$ cat src/rtl/rltc_pkg.sv
// Package with the types, codes and constants of the RGB LED tick controller.
package rltc_pkg;

    // Timing and level constants.
    localparam int TICKS_PER_SECOND = 100;
    localparam int BLINK_TICKS      = 50;
    localparam int LEVEL_MAX_INT    = 250;
    localparam int LEVEL_MIN_INT    = 0;
    localparam int COLOR_STEP_INT   = 25;

    // Derived constants at the widths of the counters and levels they load or compare.
    localparam logic [6:0] BLINK_LIMIT   = 7'(BLINK_TICKS);
    localparam logic [9:0] TEMP_ON_TICKS = 10'(5 * TICKS_PER_SECOND);
    localparam logic [8:0] SAVE_TICKS    = 9'(2 * TICKS_PER_SECOND);
    localparam logic [9:0] FADE_PHASE_1  = 10'(1 * TICKS_PER_SECOND);
    localparam logic [9:0] FADE_PHASE_2  = 10'(2 * TICKS_PER_SECOND);
    localparam logic [9:0] FADE_PHASE_3  = 10'(3 * TICKS_PER_SECOND);
    localparam logic [9:0] FADE_PHASE_4  = 10'(4 * TICKS_PER_SECOND);
    localparam logic [9:0] FADE_PHASE_5  = 10'(5 * TICKS_PER_SECOND);
    localparam logic [9:0] FADE_PHASE_6  = 10'(6 * TICKS_PER_SECOND);
    localparam logic [7:0] LEVEL_MAX     = 8'(LEVEL_MAX_INT);
    localparam logic [7:0] LEVEL_MIN     = 8'(LEVEL_MIN_INT);
    localparam logic [7:0] COLOR_STEP    = 8'(COLOR_STEP_INT);

    // Always-on register value: enable ignores fake power-off when powered, no notify.
    localparam logic [7:0] MODE_FORCE_ON = 8'd2;

    // Item function codes.
    localparam logic [1:0] FUNC_TICK   = 2'd0;
    localparam logic [1:0] FUNC_SET    = 2'd1;
    localparam logic [1:0] FUNC_NOTIFY = 2'd2;

    // One input beat.
    typedef struct packed {
        logic [1:0] func;
        logic       machine_power;
        logic       fake_power_off;
        logic [7:0] red_level;
        logic [7:0] green_level;
        logic [7:0] blue_level;
    } in_item_t;

    // One result beat.
    typedef struct packed {
        logic       led_enable;
        logic [7:0] red_drive;
        logic [7:0] green_drive;
        logic [7:0] blue_drive;
        logic       drive_update;
        logic       save_request;
    } out_item_t;

    // Contents of the input register as seen by the core.
    typedef struct packed {
        logic     valid;
        in_item_t item;
    } stage_t;

endpackage

$ cat src/rtl/rgb_led_tick_controller.sv
// Top level of the RGB LED tick controller.
// The controller takes one beat per clock cycle (tick, colour set or notify) while the
// output is not stalled and returns one result beat for each. A beat is held in the input
// register and then passes through the update logic into the result register, from which
// its result is offered. All state, including the fade counters and stored colour, is
// updated in that single pass, so a new beat may follow every cycle while the output is not
// stalled; a stalled output holds one finished beat while one more waits in the input
// register. The always-on register is written through the configuration channel, which is
// always ready, and should only be written while no beats are in flight.
module rgb_led_tick_controller (
    input  logic                clk,
    input  logic                rst_n,
    input  logic                in_valid,
    output logic                in_stall,
    input  rltc_pkg::in_item_t  in_data,
    output logic                out_valid,
    input  logic                out_stall,
    output rltc_pkg::out_item_t out_data,
    input  logic                cfg_valid,
    output logic                cfg_ready,
    input  logic [7:0]          cfg_data
);
    import rltc_pkg::*;

    logic [7:0] mode_reg;
    logic [7:0] mode_next;
    stage_t     stage;
    logic       take;

    // Configuration register: always ready.
    assign cfg_ready = 1'b1;
    assign mode_next = (cfg_valid && cfg_ready) ? cfg_data : mode_reg;

    always_ff @(posedge clk or negedge rst_n)
    begin
        if (!rst_n)
        begin
            mode_reg <= '0;
        end
        else
        begin
            mode_reg <= mode_next;
        end
    end

    rltc_in_stage u_in_stage (
        .clk      (clk),
        .rst_n    (rst_n),
        .in_valid (in_valid),
        .in_stall (in_stall),
        .in_data  (in_data),
        .take     (take),
        .stage    (stage)
    );

    rltc_core u_core (
        .clk            (clk),
        .rst_n          (rst_n),
        .stage          (stage),
        .always_on_mode (mode_reg),
        .take           (take),
        .out_valid      (out_valid),
        .out_stall      (out_stall),
        .out_data       (out_data)
    );

endmodule

$ cat src/rtl/rltc_in_stage.sv
// Input register of the RGB LED tick controller.
module rltc_in_stage (
    input  logic              clk,
    input  logic              rst_n,
    input  logic              in_valid,
    output logic              in_stall,
    input  rltc_pkg::in_item_t in_data,
    input  logic              take,
    output rltc_pkg::stage_t  stage
);
    import rltc_pkg::*;

    logic     valid_reg;
    logic     valid_next;
    in_item_t item_reg;
    logic     accept;

    // The register is full and its beat cannot move on to the core.
    assign in_stall = valid_reg && !take;
    assign accept   = in_valid && !in_stall;

    // Occupancy: filled by an accepted beat, emptied when the core takes it.
    always_comb
    begin
        valid_next = valid_reg;
        if (accept)
        begin
            valid_next = 1'b1;
        end
        else if (take)
        begin
            valid_next = 1'b0;
        end
    end

    always_ff @(posedge clk or negedge rst_n)
    begin
        if (!rst_n)
        begin
            valid_reg <= 1'b0;
        end
        else
        begin
            valid_reg <= valid_next;
        end
    end

    // Payload is only loaded on acceptance.
    always_ff @(posedge clk)
    begin
        if (accept)
        begin
            item_reg <= in_data;
        end
    end

    assign stage.valid = valid_reg;
    assign stage.item  = item_reg;

endmodule

$ cat src/rtl/rltc_core.sv
// Controller state, per-item update logic and result register.
module rltc_core (
    input  logic               clk,
    input  logic               rst_n,
    input  rltc_pkg::stage_t   stage,
    input  logic [7:0]         always_on_mode,
    output logic               take,
    output logic               out_valid,
    input  logic               out_stall,
    output rltc_pkg::out_item_t out_data
);
    import rltc_pkg::*;

    // Controller state.
    logic            enable_reg,  enable_next;
    logic            notify_reg,  notify_next;
    logic [6:0]      blink_reg,   blink_next;
    logic [9:0]      temp_reg,    temp_next;
    logic [8:0]      save_reg,    save_next;
    logic [9:0]      fcount_reg,  fcount_next;
    logic            pending_reg, pending_next;
    logic [2:0][7:0] stored_reg,  stored_next;
    logic [2:0][7:0] fade_reg,    fade_next;
    logic [2:0][7:0] drive_reg,   drive_next;

    // Result register.
    logic      out_valid_reg, out_valid_next;
    out_item_t out_data_reg,  out_data_next;

    // Working values.
    logic            fire;
    in_item_t        it;
    logic [6:0]      blink_inc;
    logic [9:0]      fcount_inc;
    logic [2:0][7:0] fade_adv;
    logic [2:0][7:0] set_levels;
    logic            set_differ;
    logic            all_max;
    logic            en;
    logic            update;
    logic            save_due;

    // The result register can take a new beat when empty or being emptied.
    assign take = !out_valid_reg || !out_stall;
    assign fire = stage.valid && take;
    assign it   = stage.item;

    assign blink_inc  = blink_reg + 7'd1;
    assign fcount_inc = fcount_reg + 10'd1;
    assign all_max    = (stored_reg[0] == LEVEL_MAX) && (stored_reg[1] == LEVEL_MAX) &&
                        (stored_reg[2] == LEVEL_MAX);

    // Six-phase fade: each phase one second, the last wraps back to the start.
    always_comb
    begin
        fade_adv = fade_reg;
        priority if (fcount_inc > FADE_PHASE_6)
        begin
            fade_adv = {LEVEL_MAX, 8'd0, 8'd0};
        end
        else if (fcount_inc > FADE_PHASE_5)
        begin
            fade_adv = {LEVEL_MAX, fade_reg[1] - COLOR_STEP, 8'd0};
        end
        else if (fcount_inc > FADE_PHASE_4)
        begin
            fade_adv = {fade_reg[2] + COLOR_STEP, LEVEL_MAX, 8'd0};
        end
        else if (fcount_inc > FADE_PHASE_3)
        begin
            fade_adv = {8'd0, LEVEL_MAX, fade_reg[0] - COLOR_STEP};
        end
        else if (fcount_inc > FADE_PHASE_2)
        begin
            fade_adv = {8'd0, fade_reg[1] + COLOR_STEP, LEVEL_MAX};
        end
        else if (fcount_inc > FADE_PHASE_1)
        begin
            fade_adv = {fade_reg[2] - COLOR_STEP, 8'd0, LEVEL_MAX};
        end
        else
        begin
            fade_adv = {LEVEL_MAX, 8'd0, fade_reg[0] + COLOR_STEP};
        end
    end

    // Requested levels clamped to the minimum, and whether they change the colour.
    always_comb
    begin
        set_levels[0] = (it.red_level   < LEVEL_MIN) ? LEVEL_MIN : it.red_level;
        set_levels[1] = (it.green_level < LEVEL_MIN) ? LEVEL_MIN : it.green_level;
        set_levels[2] = (it.blue_level  < LEVEL_MIN) ? LEVEL_MIN : it.blue_level;
        set_differ    = (set_levels != stored_reg);
    end

    // Per-item state update.
    always_comb
    begin
        enable_next  = enable_reg;
        notify_next  = notify_reg;
        blink_next   = blink_reg;
        temp_next    = temp_reg;
        save_next    = save_reg;
        fcount_next  = fcount_reg;
        pending_next = pending_reg;
        stored_next  = stored_reg;
        fade_next    = fade_reg;
        drive_next   = drive_reg;
        en           = 1'b0;
        update       = 1'b0;
        save_due     = 1'b0;
        if (fire)
        begin
            unique case (it.func)
                FUNC_TICK:
                begin
                    // Enable decision from power, notify blinking, mode and the temporary enable.
                    if (it.machine_power)
                    begin
                        if (notify_reg)
                        begin
                            blink_next = blink_inc;
                            if (blink_inc > BLINK_LIMIT)
                            begin
                                blink_next = 7'd0;
                                en         = !enable_reg;
                            end
                        end
                        else if (always_on_mode == MODE_FORCE_ON)
                        begin
                            en = 1'b1;
                        end
                        else
                        begin
                            en = !it.fake_power_off;
                        end
                    end
                    if (temp_reg != 10'd0)
                    begin
                        temp_next = temp_reg - 10'd1;
                        en        = 1'b1;
                    end
                    enable_next = en;

                    // Drive refresh: fade when white at full level and enabled, else pending colour.
                    if (it.machine_power)
                    begin
                        if (all_max)
                        begin
                            if (en)
                            begin
                                fcount_next = (fcount_inc > FADE_PHASE_6) ? 10'd0 : fcount_inc;
                                fade_next   = fade_adv;
                                drive_next  = fade_adv;
                                update      = 1'b1;
                            end
                        end
                        else if (pending_reg)
                        begin
                            drive_next   = stored_reg;
                            pending_next = 1'b0;
                            update       = 1'b1;
                        end
                    end
                    else
                    begin
                        pending_next = 1'b1;
                    end

                    // Save delay countdown.
                    if (save_reg != 9'd0)
                    begin
                        save_next = save_reg - 9'd1;
                        save_due  = (save_reg == 9'd1);
                    end
                end
                FUNC_SET:
                begin
                    pending_next = 1'b1;
                    temp_next    = TEMP_ON_TICKS;
                    if (set_differ)
                    begin
                        stored_next = set_levels;
                        save_next   = SAVE_TICKS;
                    end
                end
                FUNC_NOTIFY:
                begin
                    notify_next = 1'b1;
                end
                default:
                begin
                    // Unused code: state is left alone.
                end
            endcase
        end
    end

    // Result register contents.
    always_comb
    begin
        out_valid_next = take ? stage.valid : out_valid_reg;
        out_data_next  = out_data_reg;
        if (fire)
        begin
            out_data_next.led_enable   = enable_next;
            out_data_next.red_drive    = drive_next[0];
            out_data_next.green_drive  = drive_next[1];
            out_data_next.blue_drive   = drive_next[2];
            out_data_next.drive_update = update;
            out_data_next.save_request = save_due;
        end
    end

    always_ff @(posedge clk or negedge rst_n)
    begin
        if (!rst_n)
        begin
            enable_reg    <= 1'b0;
            notify_reg    <= 1'b0;
            blink_reg     <= '0;
            temp_reg      <= '0;
            save_reg      <= '0;
            fcount_reg    <= '0;
            pending_reg   <= 1'b0;
            stored_reg    <= '0;
            fade_reg      <= '0;
            drive_reg     <= '0;
            out_valid_reg <= 1'b0;
        end
        else
        begin
            enable_reg    <= enable_next;
            notify_reg    <= notify_next;
            blink_reg     <= blink_next;
            temp_reg      <= temp_next;
            save_reg      <= save_next;
            fcount_reg    <= fcount_next;
            pending_reg   <= pending_next;
            stored_reg    <= stored_next;
            fade_reg      <= fade_next;
            drive_reg     <= drive_next;
            out_valid_reg <= out_valid_next;
        end
    end

    always_ff @(posedge clk)
    begin
        out_data_reg <= out_data_next;
    end

    assign out_valid = out_valid_reg;
    assign out_data  = out_data_reg;

endmodule

$ cat config.mk
export PLATFORM = sky130hd
export DESIGN_NAME = rgb_led_tick_controller
export DESIGN_NICKNAME = d
export VERILOG_FILES = /design/src/rtl/rltc_pkg.sv /design/src/rtl/rgb_led_tick_controller.sv /design/src/rtl/rltc_in_stage.sv /design/src/rtl/rltc_core.sv
export SDC_FILE = /design/constraint.sdc
export NUM_CORES = 1
export LEC_CHECK = 0
export BUFFER_PORTS_ARGS = -buffer_cell sky130_fd_sc_hd__buf_2
export CORE_ASPECT_RATIO = 0.9
export CORE_MARGIN = 3
export CORE_UTILIZATION = 26
export DETAILED_ROUTE_END_ITERATION = 10
export PLACE_DENSITY = 0.44
export SLEW_MARGIN = 30
export SYNTH_ARGS = -nofsm -noshare
export SYNTH_HDL_FRONTEND = slang
export SYNTH_SLANG_ARGS = --single-unit
$ cat constraint.sdc
create_clock -name clk -period 3.94 [get_ports clk]
set_input_delay 0.197 -clock clk [delete_from_list [all_inputs] [get_ports clk]]
set_output_delay 0.197 -clock clk [all_outputs]
set_load 0.01 [all_outputs]
==> out/qor.log <==
INFO  outcome        run_status=finished clean
INFO  grt            global_route.usage.total=13.0%
INFO  cts            clkLatencyLatePin=0.44ns
INFO  sta            worst_slew_margin_rel=48.5%
INFO  final_layout   final_cells=1,409
INFO  placement      dp_slack=0.519ns
INFO  sta            min_period_over_period=89.9%
INFO  job            maxCapViolCount=0
INFO  sta            grt_setup_unrepaired=no
INFO  detailed_routing drc_violations_left=0
INFO  logic_synthesis mappedNetlistArea=8970um2
INFO  placement      gp_congestion=0.788
INFO  logic_synthesis synth-warning-count=0
INFO  grt            first_global_vias=6,553
INFO  floorplanning  floorplan.die.width=202um
INFO  floorplanning  floorplan.die_area=36,800um2
INFO  final_layout   syn_to_layout_area_delta=20.7%
INFO  logic_synthesis yosys_register_bits=176
INFO  final_layout   largest_register_ff_count=28
INFO  final_layout   layout_common_cells=sky130_fd_sc_hd__dfrtp_1, sky130_fd_sc_hd__buf_2, sky130_fd_sc_hd__nand2_1
INFO  cts            clock-root-buffer=sky130_fd_sc_hd__clkbuf_16
INFO  cts            cts_buffer_depth=2
INFO  sta            setup_ws=0.398ns
INFO  floorplanning  core_area=33,500um2
INFO  sta            worst_case_clock_skew=0.0198ns
INFO  sta            timing_hold_violations_final=0
INFO  sta            hold_slack=0.162ns
INFO  logic_synthesis synth_nets=897
INFO  grt            grt_max_degree=70
INFO  sta            setup_viol=0
INFO  critical_path  worstSetupStartpointType=flip-flop
INFO  final_layout   antennaDiodeCount=0
INFO  grt            grt_first_pass_wirelength=38,000um
INFO  final_layout   final_layout_size_suffix_gt1_share=19.1%
INFO  detailed_routing num_vias=6,676
INFO  pwr            leak_pwr=0.00430uW
INFO  pwr            total_power=4950uW
INFO  critical_path  critical_path_required=4.14ns
INFO  logic_synthesis async_flop_share=68.8%
INFO  detailed_routing wl_per_cell=16.7um
INFO  placement      place.port_buffers=69
INFO  placement      detailed_place_hpwl=16,400um
INFO  logic_synthesis synthCells=844
INFO  final_layout   finalNetCount=994
INFO  pwr            ir_worst_vdd=0.256mV
INFO  cts            cts_resized=0
INFO  sta            totalNegativeSetupSlack=0ns
INFO  critical_path  cp.arrival=3.74ns
INFO  detailed_routing postRouteWirelength=23,600um
INFO  detailed_routing drt.antenna.violating_nets=0
INFO  logic_synthesis number_of_enable_type_register_cells_in_the_synthesized_netlist=55
INFO  cts            tritoncts=built
INFO  logic_synthesis syn_area_per_cell=10.6um2
INFO  critical_path  worstSetupPathType=reg2reg
INFO  cts            clkTransAtPathRegs=0.08ns
INFO  logic_synthesis synth_cell_types=75
INFO  cts            number_of_buffers_created_by_cts=17
INFO  min_path       timing.hold.worst.class=in2reg
INFO  critical_path  critical_path_peak_fanout=12
INFO  logic_synthesis seq_area_frac_synth=52.2%
INFO  detailed_routing drtPass1Iterations=7
INFO  critical_path  setup.worst_path.end_class=flip-flop
INFO  cts            cts.repair_timing.setup_buffer_count=0
INFO  sta            period_needed=3.54ns
INFO  grt            grt_overflow_total=0
INFO  floorplanning  design.portCount=71
INFO  critical_path  cp_slowest_cell=sky130_fd_sc_hd__dfrtp_1
INFO  sta            slew_violations=0
INFO  cts            h_tree_depth_reported_by_cts=4
INFO  pwr            powerDensity=457nW/um2
INFO  sta            max_freq=0.282GHz
INFO  placement      place.detailed.instances=1,338
INFO  final_layout   layout.cells.most_common=sky130_fd_sc_hd__dfrtp_1
INFO  floorplanning  vertical_extent_of_the_die=182um
INFO  logic_synthesis synthFlopType=sky130_fd_sc_hd__dfrtp_1
INFO  critical_path  worst_path_largest_cell_delay=0.54ns
INFO  critical_path  timing.critical_path.cells=ha_1 -> buf_4 -> nand2_1 -> nor3_1 -> xnor2_1 -> a31oi_1 -> nor2_1 -> o221a_2 -> o31ai_1
INFO  cts            cts_num_sinks=176
INFO  detailed_routing first_iter_violations=441
INFO  floorplanning  core.rowCount=63
INFO  detailed_routing viasPerCell=4.74
INFO  floorplanning  start_util=26.8%
INFO  sta            tightestPinTransition=0.771ns
INFO  grt            antenna_found_initial=0
==> repair_timing <==
item / CTS / global route
endpoints found under the hold margin: 90 / 0
hold buffers: 39 / 0
setup endpoints to repair: 0 / 0
==> worst paths after layout <==
check	startpoint	slack, ns	depth (start not counted)	to
max	u_core.fcount_reg[1]$_DFFE_PN0P_	0.40	9	u_core.out_data[20]$_DFFE_PP_
min	cfg_valid	0.16	2	mode_reg[6]$_DFFE_PN0P_
max reg2reg	u_core.fcount_reg[1]$_DFFE_PN0P_	0.40	9	u_core.out_data[20]$_DFFE_PP_
min reg2reg	u_in_stage.valid_reg$_DFFE_PN0P_	0.48	1	u_core.out_valid$_DFFE_PN0N_
max in group asynchronous	rst_n	2.70	3	u_core.fade_reg[9]$_DFFE_PN0P_
min in group asynchronous	rst_n	0.36	2	u_core.save_reg[6]$_DFFE_PN0P_
==> routing by layer <==
metal	part of all wire [%]	track usage (%)	vias up	wire length (um)
li1	-	-	3279	-
met1	50	18.6	3250	11700
met2	46	20.6	127	10900
met3	2.7	1.98	20	625
met4	1.3	3.43	0	297
met5	0	0	-	0
==> through the flow <==
step           util (%)  cell area, um2
2_1_floorplan         -            8970
3_3_place_gp       29.4            9850
3_5_place_dp       29.4            9850
4_1_cts            32.3           10800
5_1_grt            32.3           10800
6_report           32.3           10800
==> report_power, final <==
part | internal (uW) | leakage (uW) | switching, uW
clock | 852 | 0.000290 | 845
combinational | 386 | 0.00200 | 362
sequential | 2250 | 0.00201 | 254
==> kinds of logic (layout without fill, tap and decap cells) <==
group	Yosys count	after routing	share of synthesized area (%)
AND/OR/NAND/NOR	267	267	15.5
AO/OA/AOI/OAI	208	208	15.7
flip-flops	176	176	52.2
buffers and inverters	73	183	3.46
XOR/XNOR	69	69	6.74
multiplexers	38	38	4.76
adder cells (fa/ha/maj)	12	12	1.67
other	1	1	0.0418
==> critical path, delay by kind of cell, from the launching register on <==
kind | cells | cell delay (ns)
AO/OA/AOI/OAI | 3 | 1.12
buffers and inverters | 1 | 0.24
flip-flops | 1 | 0.54
AND/OR/NAND/NOR | 3 | 0.81
adder cells (fa/ha/maj) | 1 | 0.44
XOR/XNOR | 1 | 0.17
==> final cells by class <==
cell class | instances | area, um2
clock buffers | 17 | 425
clock inverters | 15 | 163
fillers | 3406 | 22700
inverters | 23 | 86.3
multi-input cells | 595 | 3990
flip-flops and latches | 176 | 4680
well taps | 455 | 569
repair buffers | 128 | 913
==> synth_stat cells, types with 3 or more instances <==
cell type                   number  area, um2
sky130_fd_sc_hd__a211o_1         8       70.1
sky130_fd_sc_hd__a211oi_1        8       60.1
sky130_fd_sc_hd__a21boi_0        4       30.0
sky130_fd_sc_hd__a21o_1         11       82.6
sky130_fd_sc_hd__a21oi_1        31        155
sky130_fd_sc_hd__a22o_1          3       26.3
sky130_fd_sc_hd__a31oi_1        13       81.3
sky130_fd_sc_hd__and2_1         10       62.6
sky130_fd_sc_hd__and3_1          7       43.8
sky130_fd_sc_hd__buf_2          14       70.1
sky130_fd_sc_hd__clkbuf_1       31        116
sky130_fd_sc_hd__dfrtp_1       121       3030
sky130_fd_sc_hd__edfxtp_1       55       1650
sky130_fd_sc_hd__ha_1           12        150
sky130_fd_sc_hd__inv_1          23       86.3
sky130_fd_sc_hd__mux2_2         37        417
sky130_fd_sc_hd__nand2_1        60        225
sky130_fd_sc_hd__nand2b_1       20        125
sky130_fd_sc_hd__nand3_1        34        170
sky130_fd_sc_hd__nand3b_1        4       30.0
sky130_fd_sc_hd__nand4_1        11       68.8
sky130_fd_sc_hd__nand4b_1        3       26.3
sky130_fd_sc_hd__nor2_1         47        176
sky130_fd_sc_hd__nor2b_1        11       68.8
sky130_fd_sc_hd__nor3_1         20        100
sky130_fd_sc_hd__nor3b_1         3       22.5
sky130_fd_sc_hd__nor4_1          9       56.3
sky130_fd_sc_hd__o2111ai_1       4       35.0
sky130_fd_sc_hd__o211ai_1        4       30.0
sky130_fd_sc_hd__o21a_1          3       22.5
sky130_fd_sc_hd__o21ai_0        57        285
sky130_fd_sc_hd__o22ai_1        13       81.3
sky130_fd_sc_hd__o31ai_1        15        113
sky130_fd_sc_hd__or2_2           8       50.1
sky130_fd_sc_hd__or3_1           7       43.8
sky130_fd_sc_hd__or4_1           3       22.5
sky130_fd_sc_hd__xnor2_1        49        429
sky130_fd_sc_hd__xor2_1         20        175
Power figures use the tool's default switching activity.
